<file path="src/rtl/tmis_pkg.sv">
// shared types, codes and constants for the three-axis motor interlock sequencer
`default_nettype none
package tmis_pkg;

	localparam int POS_BITS = 16;

	typedef logic [POS_BITS-1:0] pos_t;

	localparam pos_t LIMIT_RESET = '1;
	localparam pos_t CLEAR_RESET = POS_BITS'(30);

	// configuration register indexes
	localparam logic [1:0] REG_BACKREST_LIMIT = 2'd0;
	localparam logic [1:0] REG_LEGREST_LIMIT  = 2'd1;
	localparam logic [1:0] REG_TABLE_LIMIT    = 2'd2;
	localparam logic [1:0] REG_CLEAR_THR      = 2'd3;

	// opcodes
	localparam logic [4:0] OP_TICK       = 5'd0;
	localparam logic [4:0] OP_STOP       = 5'd1;
	localparam logic [4:0] OP_BACK_UP    = 5'd2;
	localparam logic [4:0] OP_BACK_DOWN  = 5'd3;
	localparam logic [4:0] OP_LEG_UP     = 5'd4;
	localparam logic [4:0] OP_LEG_DOWN   = 5'd5;
	localparam logic [4:0] OP_TABLE_FWD  = 5'd6;
	localparam logic [4:0] OP_TABLE_BACK = 5'd7;
	localparam logic [4:0] OP_POSE_LAST  = 5'd13;
	localparam logic [4:0] OP_SPEAKER    = 5'd14;
	localparam logic [4:0] OP_LIGHT      = 5'd15;
	localparam logic [4:0] OP_APP_SET    = 5'd16;

	// owner
	localparam logic [1:0] OWN_NONE   = 2'd0;
	localparam logic [1:0] OWN_MANUAL = 2'd1;
	localparam logic [1:0] OWN_APP    = 2'd2;

	// motor actions
	localparam logic [1:0] ACT_NONE = 2'd0;
	localparam logic [1:0] ACT_STOP = 2'd1;
	localparam logic [1:0] ACT_MOVE = 2'd2;

	// wait codes
	localparam logic [2:0] W_NONE      = 3'd0;
	localparam logic [2:0] W_LEG_UP    = 3'd1;
	localparam logic [2:0] W_LEG_DOWN  = 3'd2;
	localparam logic [2:0] W_TAB_FWD   = 3'd3;
	localparam logic [2:0] W_TAB_BACK  = 3'd4;
	localparam logic [2:0] W_APP_TABLE = 3'd5;
	localparam logic [2:0] W_APP_LEG   = 3'd6;
	localparam logic [2:0] W_DONE      = 3'd7;

	typedef struct packed {
		logic [4:0] opcode;
		pos_t       backrest_now;
		pos_t       legrest_now;
		pos_t       table_now;
		pos_t       goal_backrest;
		pos_t       goal_legrest;
		pos_t       goal_table;
	} in_item_t;

	typedef struct packed {
		logic [1:0] backrest_action;
		pos_t       backrest_dest;
		logic [1:0] legrest_action;
		pos_t       legrest_dest;
		logic [1:0] table_action;
		pos_t       table_dest;
		logic       speaker_on;
		logic       light_on;
		logic [1:0] control_source;
		logic [2:0] wait_code;
	} out_item_t;

	typedef struct packed {
		pos_t backrest_limit;
		pos_t legrest_limit;
		pos_t table_limit;
		pos_t clear_threshold;
	} cfg_t;

	typedef struct packed {
		logic [1:0] owner_mode;
		logic [2:0] wait_phase;
		logic [4:0] previous_command;
		pos_t       target_backrest;
		pos_t       target_legrest;
		pos_t       target_table;
		logic       speaker_flag;
		logic       light_flag;
	} seq_state_t;

endpackage
`default_nettype wire

</file>
<file path="src/rtl/tmis_step.sv">
// one sequencing step: next state and motor commands for one request
`default_nettype none
module tmis_step (
	input  tmis_pkg::cfg_t       cfg,
	input  tmis_pkg::seq_state_t cur,
	input  tmis_pkg::in_item_t   item,
	output tmis_pkg::seq_state_t nxt,
	output tmis_pkg::out_item_t  res
);
	import tmis_pkg::*;

	logic [4:0] cmd;
	logic [1:0] ba, la, ta;
	pos_t       bd, ld, td;
	pos_t       thr, lnow, tnow;
	seq_state_t s;
	logic       app_done;

	always_comb begin
		s        = cur;
		thr      = cfg.clear_threshold;
		lnow     = item.legrest_now;
		tnow     = item.table_now;
		ba       = ACT_NONE;
		la       = ACT_NONE;
		ta       = ACT_NONE;
		bd       = '0;
		ld       = '0;
		td       = '0;
		app_done = 1'b0;
		cmd      = item.opcode;

		if (item.opcode == OP_APP_SET) begin
			s.target_backrest = item.goal_backrest;
			s.target_legrest  = item.goal_legrest;
			s.target_table    = item.goal_table;
			s.owner_mode      = OWN_APP;
			ba                = ACT_STOP;
			la                = ACT_STOP;
			ta                = ACT_STOP;
			s.wait_phase      = W_NONE;
			cmd               = OP_TICK;
		end else if (item.opcode > OP_APP_SET) begin
			cmd = OP_TICK;
		end

		// manual handling
		if (s.owner_mode != OWN_MANUAL && cmd != OP_TICK) begin
			s.owner_mode = OWN_MANUAL;
			if (cmd >= OP_BACK_UP && cmd <= OP_POSE_LAST) begin
				s.previous_command = OP_TICK;
				ba = ACT_STOP; la = ACT_STOP; ta = ACT_STOP;
				bd = '0; ld = '0; td = '0;
			end
		end
		if (s.owner_mode == OWN_MANUAL) begin
			if ((s.wait_phase == W_LEG_UP || s.wait_phase == W_LEG_DOWN) && tnow < thr) begin
				la = ACT_MOVE;
				ld = (s.wait_phase == W_LEG_UP) ? cfg.legrest_limit : '0;
				s.wait_phase = W_NONE;
			end else if ((s.wait_phase == W_TAB_FWD || s.wait_phase == W_TAB_BACK)
					&& lnow < thr) begin
				ta = ACT_MOVE;
				td = (s.wait_phase == W_TAB_FWD) ? cfg.table_limit : '0;
				s.wait_phase = W_NONE;
			end
			case (cmd)
				OP_STOP: begin
					s.previous_command = cmd;
					ba = ACT_STOP; la = ACT_STOP; ta = ACT_STOP;
					bd = '0; ld = '0; td = '0;
				end
				OP_BACK_UP, OP_BACK_DOWN: begin
					if (s.previous_command != cmd) begin
						ba = ACT_MOVE;
						bd = (cmd == OP_BACK_UP) ? cfg.backrest_limit : '0;
						s.previous_command = cmd;
					end else begin
						ba = ACT_STOP;
						bd = '0;
						s.previous_command = OP_TICK;
					end
				end
				OP_LEG_UP, OP_LEG_DOWN: begin
					if (s.previous_command != cmd) begin
						if (tnow > thr) begin
							s.wait_phase = (cmd == OP_LEG_UP) ? W_LEG_UP : W_LEG_DOWN;
							ta = ACT_MOVE;
							td = '0;
						end else begin
							la = ACT_MOVE;
							ld = (cmd == OP_LEG_UP) ? cfg.legrest_limit : '0;
						end
						s.previous_command = cmd;
					end else begin
						la = ACT_STOP;
						ld = '0;
						s.previous_command = OP_TICK;
					end
				end
				OP_TABLE_FWD, OP_TABLE_BACK: begin
					if (s.previous_command != cmd) begin
						if (lnow > thr) begin
							s.wait_phase = (cmd == OP_TABLE_FWD) ? W_TAB_FWD : W_TAB_BACK;
							la = ACT_MOVE;
							ld = '0;
						end else begin
							ta = ACT_MOVE;
							td = (cmd == OP_TABLE_FWD) ? cfg.table_limit : '0;
						end
						s.previous_command = cmd;
					end else begin
						ta = ACT_STOP;
						td = '0;
						s.previous_command = OP_TICK;
					end
				end
				OP_SPEAKER: s.speaker_flag = ~s.speaker_flag;
				OP_LIGHT:   s.light_flag = ~s.light_flag;
				default: ;
			endcase
		end

		// app handling
		if (s.owner_mode == OWN_APP && s.wait_phase != W_DONE) begin
			if ((s.wait_phase == W_APP_TABLE && tnow < thr) ||
					(s.wait_phase == W_APP_LEG && lnow < thr)) begin
				app_done = 1'b1;
			end else begin
				if (s.target_legrest != '0) begin
					s.target_table = '0;
				end else if (s.target_table != '0) begin
					s.target_legrest = '0;
				end
				if (s.target_legrest != '0 && s.target_table == '0 && tnow > thr) begin
					ta = ACT_MOVE;
					td = '0;
					s.wait_phase = W_APP_TABLE;
				end else if (s.target_table != '0 && s.target_legrest == '0
						&& lnow > thr) begin
					la = ACT_MOVE;
					ld = '0;
					s.wait_phase = W_APP_LEG;
				end else begin
					app_done = 1'b1;
				end
			end
			if (app_done) begin
				ba = ACT_MOVE; bd = s.target_backrest;
				la = ACT_MOVE; ld = s.target_legrest;
				ta = ACT_MOVE; td = s.target_table;
				s.wait_phase = W_DONE;
			end
		end

		nxt                 = s;
		res.backrest_action = ba;
		res.backrest_dest   = bd;
		res.legrest_action  = la;
		res.legrest_dest    = ld;
		res.table_action    = ta;
		res.table_dest      = td;
		res.speaker_on      = s.speaker_flag;
		res.light_on        = s.light_flag;
		res.control_source  = s.owner_mode;
		res.wait_code       = s.wait_phase;
	end

endmodule
`default_nettype wire

</file>
<file path="src/rtl/three_axis_motor_interlock_sequencer.sv">
// top level: request register, sequencer state, configuration and result register
//
// Takes one request per clock cycle unless a stalled result holds it back, and returns
// one result for each: the request is captured in an input register, the step logic
// computes the next state and the motor commands, and both are registered at the
// same edge into the state and the result register. The state feedback through
// the step logic is the loop that sets the rate of one request per cycle.
// Configuration writes take effect on the next request processed and are
// meant to be made while no request is in flight.
`default_nettype none
module three_axis_motor_interlock_sequencer (
	input  wire                  clk,
	input  wire                  arst_n,
	input  wire                  in_valid,
	output logic                 in_stall,
	input  tmis_pkg::in_item_t   in_data,
	output logic                 out_valid,
	input  wire                  out_stall,
	output tmis_pkg::out_item_t  out_data,
	input  wire                  cfg_we,
	input  wire [1:0]            cfg_index,
	input  tmis_pkg::pos_t       cfg_data
);
	import tmis_pkg::*;

	cfg_t       cfg_q;
	seq_state_t state_q;
	seq_state_t state_nxt;
	in_item_t   item_s1;
	logic       valid_s1;
	out_item_t  res;
	out_item_t  out_q;
	logic       out_valid_q;
	logic       advance;

	assign advance   = !out_valid_q || !out_stall;
	assign in_stall  = valid_s1 && !advance;
	assign out_valid = out_valid_q;
	assign out_data  = out_q;

	tmis_step u_step (
		.cfg  (cfg_q),
		.cur  (state_q),
		.item (item_s1),
		.nxt  (state_nxt),
		.res  (res)
	);

	always_ff @(posedge clk or negedge arst_n) begin
		if (!arst_n) begin
			cfg_q.backrest_limit  <= LIMIT_RESET;
			cfg_q.legrest_limit   <= LIMIT_RESET;
			cfg_q.table_limit     <= LIMIT_RESET;
			cfg_q.clear_threshold <= CLEAR_RESET;
		end else if (cfg_we) begin
			case (cfg_index)
				REG_BACKREST_LIMIT: cfg_q.backrest_limit  <= cfg_data;
				REG_LEGREST_LIMIT:  cfg_q.legrest_limit   <= cfg_data;
				REG_TABLE_LIMIT:    cfg_q.table_limit     <= cfg_data;
				REG_CLEAR_THR:      cfg_q.clear_threshold <= cfg_data;
				default: ;
			endcase
		end
	end

	always_ff @(posedge clk or negedge arst_n) begin
		if (!arst_n) begin
			valid_s1    <= 1'b0;
			out_valid_q <= 1'b0;
			state_q     <= '0;
		end else begin
			if (!in_stall) begin
				valid_s1 <= in_valid;
			end
			if (advance) begin
				out_valid_q <= valid_s1;
				if (valid_s1) begin
					state_q <= state_nxt;
				end
			end
		end
	end

	always_ff @(posedge clk) begin
		if (in_valid && !in_stall) begin
			item_s1 <= in_data;
		end
		if (advance && valid_s1) begin
			out_q <= res;
		end
	end

endmodule
`default_nettype wire

</file>
<file path="config.mk">
export PLATFORM = sky130hd
export DESIGN_NAME = three_axis_motor_interlock_sequencer
export DESIGN_NICKNAME = d
export VERILOG_FILES = /design/src/rtl/tmis_pkg.sv /design/src/rtl/tmis_step.sv /design/src/rtl/three_axis_motor_interlock_sequencer.sv
export SDC_FILE = /design/constraint.sdc
export NUM_CORES = 1
export LEC_CHECK = 0
export BUFFER_PORTS_ARGS = -buffer_cell sky130_fd_sc_hd__buf_2
export CAP_MARGIN = 30
export CORE_MARGIN = 4
export CORE_UTILIZATION = 60
export DETAILED_ROUTE_END_ITERATION = 10
export GPL_ROUTABILITY_DRIVEN = 1
export PLACE_DENSITY_LB_ADDON = 0.2
export SETUP_SLACK_MARGIN = 0.5
export SYNTH_ARGS = -nofsm -noshare
export SYNTH_HDL_FRONTEND = slang
export SYNTH_SLANG_ARGS = --single-unit
export TNS_END_PERCENT = 5
</file>
<file path="constraint.sdc">
create_clock -name clk -period 8.4 [get_ports clk]
set_input_delay 1.68 -clock clk [delete_from_list [all_inputs] [get_ports clk]]
set_output_delay 1.68 -clock clk [all_outputs]
set_load 0.005 [all_outputs]
</file>
==> insert_results.sql <==
INSERT INTO impl_metrics (metric_group, metric, value, unit) VALUES
('status', 'result_of_the_run', 'completed', ''),
('yosys', 'mappedNetlistNets', '1137', ''),
('critical_path', 'worst_setup_path_end_kind', 'flip-flop', ''),
('route', 'drtAntennaViolNets', '0', ''),
('yosys', 'number_of_library_cell_types_mapped_by_synthesis', '77', ''),
('timing', 'layout_worst_path_cycle_share', '55.3', '%'),
('clocking', 'root_buffer', 'sky130_fd_sc_hd__clkbuf_16', ''),
('power_and_ir_drop', 'vdd_drop_max', '0.000191', 'V'),
('route', 'detailedRoute.firstPassIterationCount', '5', ''),
('placement', 'placed_instances', '1389', ''),
('timing', 'worst_slew_pin_tran', '1.02', 'ns'),
('critical_path', 'kind_of_critical_path', 'flip-flop to flip-flop', ''),
('die', 'die_height', '150', 'microns'),
('hold_path', 'hold_path.class', 'flip-flop to flip-flop', ''),
('die', 'die-area', '22600', 'sq um'),
('critical_path', 'timing.reg2reg.worst_path_depth', '12', ''),
('finish', 'fin_nets', '1310', ''),
('job', 'max_cap_viol_count', '0', ''),
('global_route', 'globalRouteTotalUtil', '25.1', '%'),
('clocking', 'post_cts_buffers', '0', ''),
('yosys', 'synthTopCellsByCount', '206 x sky130_fd_sc_hd__nand2_1, 146 x sky130_fd_sc_hd__edfxtp_1, 74 x sky130_fd_sc_hd__dfrtp_1, 66 x sky130_fd_sc_hd__mux2_2, 52 x sky130_fd_sc_hd__dfstp_2', ''),
('power_and_ir_drop', 'seq_power_share', '48.8', '%'),
('timing', 'max_clock_freq', '215', 'MHz'),
('clocking', 'cts_htree_levels', '1', ''),
('die', 'boundaryPins', '187', ''),
('yosys', 'netlist_area', '12200', 'sq um'),
('power_and_ir_drop', 'leakagePower', '0.00624', 'uW'),
('route', 'drt_first_iter_violations', '749', ''),
('critical_path', 'worstPathArrival', '4.85', 'ns'),
('clocking', 'tritoncts.num_buffers', '28', ''),
('finish', 'multiInputGateArea', '4300', 'sq um'),
('critical_path', 'type_of_element_launching_the_critical_path', 'flip-flop', ''),
('clocking', 'worst_skew_pair.late_latency', '0.55', 'ns'),
('power_and_ir_drop', 'sw_frac_of_total', '27.0', '%'),
('die', 'die_w', '150', 'microns'),
('yosys', 'synth.most_common_cell', 'sky130_fd_sc_hd__nand2_1', ''),
('yosys', 'syn_area_cell', '12.4', 'sq um'),
('route', 'vias_per_cell', '5.87', ''),
('critical_path', 'worst-path-max-fanout', '16', ''),
('timing', 'fin_setup_tns', '0', 'ns'),
('yosys', 'yosys_register_bits', '272', ''),
('hold_path', 'hold_path.startpoint', 'item_s1[41]', ''),
('yosys', 'synth_async_sr_flop_share', '46.3', '%'),
('hold_path', 'worst_hold_path.endpoint', 'state_q[43]', ''),
('yosys', 'synth_enable_flop_cells', '146', ''),
('yosys', 'seq_area_frac_synth', '62.5', '%'),
('yosys', 'yosys_most_used_dff', 'sky130_fd_sc_hd__edfxtp_1', ''),
('timing', 'timing.slew.headroom', '32.1', '%'),
('timing', 'finalSetupViolCount', '0', ''),
('die', 'placementRows', '51', ''),
('die', 'starting_density', '61.7', '%'),
('placement', 'place.detailed.hpwl', '19400', 'microns'),
('timing', 'fin_skew', '0.0225', 'ns'),
('clocking', 'tritoncts', 'done', ''),
('global_route', 'via_count_of_the_first_global_routing_pass', '8112', ''),
('yosys', 'synth_area_leaders', 'sky130_fd_sc_hd__edfxtp_1 36%, sky130_fd_sc_hd__dfrtp_1 15%, sky130_fd_sc_hd__dfstp_2 11%', ''),
('critical_path', 'reg2reg_slack', '3.76', 'ns'),
('clocking', 'ctsLongestPathBuffers', '3', ''),
('power_and_ir_drop', 'share_clk_of_total_power', '33.4', '%'),
('route', 'wire_per_inst', '19.7', 'microns'),
('timing', 'report.final.slew_viol_count', '0', ''),
('clocking', 'cts_resized', '0', ''),
('critical_path', 'worstReg2RegStart', 'cfg_q[4]', ''),
('power_and_ir_drop', 'total_switching_power', '985', 'uW'),
('finish', 'area.growth.synth_to_final', '17.0', '%'),
('timing', 'final-hold-violation-count', '0', ''),
('yosys', 'ys_warn_count', '0', ''),
('finish', 'number_of_standard_cells_in_the_layout_taps_in_and_fillers_out', '1443', ''),
('hold_path', 'holdPathStages', '2', ''),
('finish', 'sequential_cell_area', '7600', 'sq um'),
('clocking', 'worst_setup_hold_path_clk_slew', '0.06', 'ns');
-- worst max path at each step --
| stage | depth (start not counted) | slack, ns | startpoint | to |
|---|---|---|---|---|
| final | 12 | 3.76 | cfg_q[4] | out_data[10] |
| after detailed placement | 10 | 3.91 | item_s1[97] | out_data[10] |
| after global placement | 10 | 3.90 | item_s1[97] | out_data[10] |
| after global routing | 12 | 3.38 | cfg_q[7] | out_data[10] |
| after CTS | 10 | 3.91 | item_s1[97] | out_data[10] |
| after floorplan | 7 | 3.80 | out_stall | state_q[55] |
-- cell usage in the layout (no fill, tap or decap), drive strengths merged, types with 3 or more instances in the layout --
cell type and n:
clkinv 7, o21ai 62, and3 4, mux2 66
mux2i 50, a21o 4, nor2b 9, nor3b 3
buf 181, clkbuf 43, xor2 3, or2 3
dfrtp 74, a22oi 5, o21a 5, o22ai 5
nand2b 8, edfxtp 146, a21oi 36, and2 8
ha 32, nand3 9, nor2 32, nor4 21
nand2 206, inv 27, nand4 13, dfstp 52
o21bai 3, nor3 10, o211ai 3, a31oi 6
-- logic make-up after synthesis --
kind of cell,count (synthesis),synth area share (%)
compound gates,153,8.49
xor+xnor,5,0.360
fa+ha+maj,33,3.38
buf+inv,65,2.27
flops,272,62.5
mux,116,10.3
simple gates,337,12.6
-- power by group through the flow --
| stage | Clock, uW | Combinational, uW | Sequential, uW |
|---|---|---|---|
| 6_report | 1220 | 650 | 1780 |
| 5_1_grt | 1300 | 725 | 1800 |
| 4_1_cts | 1230 | 648 | 1780 |
| 3_5_place_dp | 0 | 641 | 1800 |
| 3_3_place_gp | 0 | 621 | 1790 |
| 2_1_floorplan | 0 | 454 | 1760 |
-- sequential cells by signal, summed over array words and instances, names as in the netlist --
signal / flops
cfg_q: 64
item_s1: 85
out_data: 61
out_valid: 1
state_q: 60
valid_s1: 1
-- area by class of cell --
cell class | count | area share (%)
multi-input cells | 644 | 30.2
clock buffers | 43 | 5.68
clock inverters | 9 | 0.730
diodes | 2 | 0.0352
flip-flops and latches | 272 | 53.4
inverters | 27 | 0.713
well taps | 265 | 2.33
repair buffers | 181 | 6.86
-- worst max-delay path: stages, from the launching register on --
cell and delay (ns):
sky130_fd_sc_hd__dfstp_2 0.53, sky130_fd_sc_hd__inv_1 0.06, sky130_fd_sc_hd__ha_1 0.19, sky130_fd_sc_hd__a41oi_1 0.19
sky130_fd_sc_hd__o21ai_0 0.11, sky130_fd_sc_hd__a221oi_1 0.71, sky130_fd_sc_hd__nand2_1 0.29, sky130_fd_sc_hd__nor3_1 0.44
sky130_fd_sc_hd__nor2_1 0.07, sky130_fd_sc_hd__a211o_2 0.42, sky130_fd_sc_hd__and2_1 0.21, sky130_fd_sc_hd__a22oi_2 0.73
sky130_fd_sc_hd__o21ai_0 0.34
-- per-layer routing --
metal  vias to the layer above  GRT usage [%]  part of all wire, %
met4                         4           8.05                  3.4
met3                        70           3.64                  6.6
li1                       3908              -                    -
met5                         -              0                0.084
met2                       354           39.0                   46
met1                      4133           37.1                   43
-- through the flow --
step / utilization [%] / setup WS [ns] / hold slack [ns] / total power (uW) / area (sq um)
4_1_cts: 72.1 / 3.91 / 0.469 / 3650 / 14200
3_5_place_dp: 67.5 / 3.91 / 0.454 / 2440 / 13300
2_1_floorplan: - / 3.80 / 0.440 / 2210 / 12200
5_1_grt: 72.1 / 3.38 / 0.497 / 3820 / 14200
6_report: 72.1 / 3.76 / 0.469 / 3650 / 14200
3_3_place_gp: 67.2 / 3.90 / 0.446 / 2410 / 13300
Power figures use the tool's default switching activity.
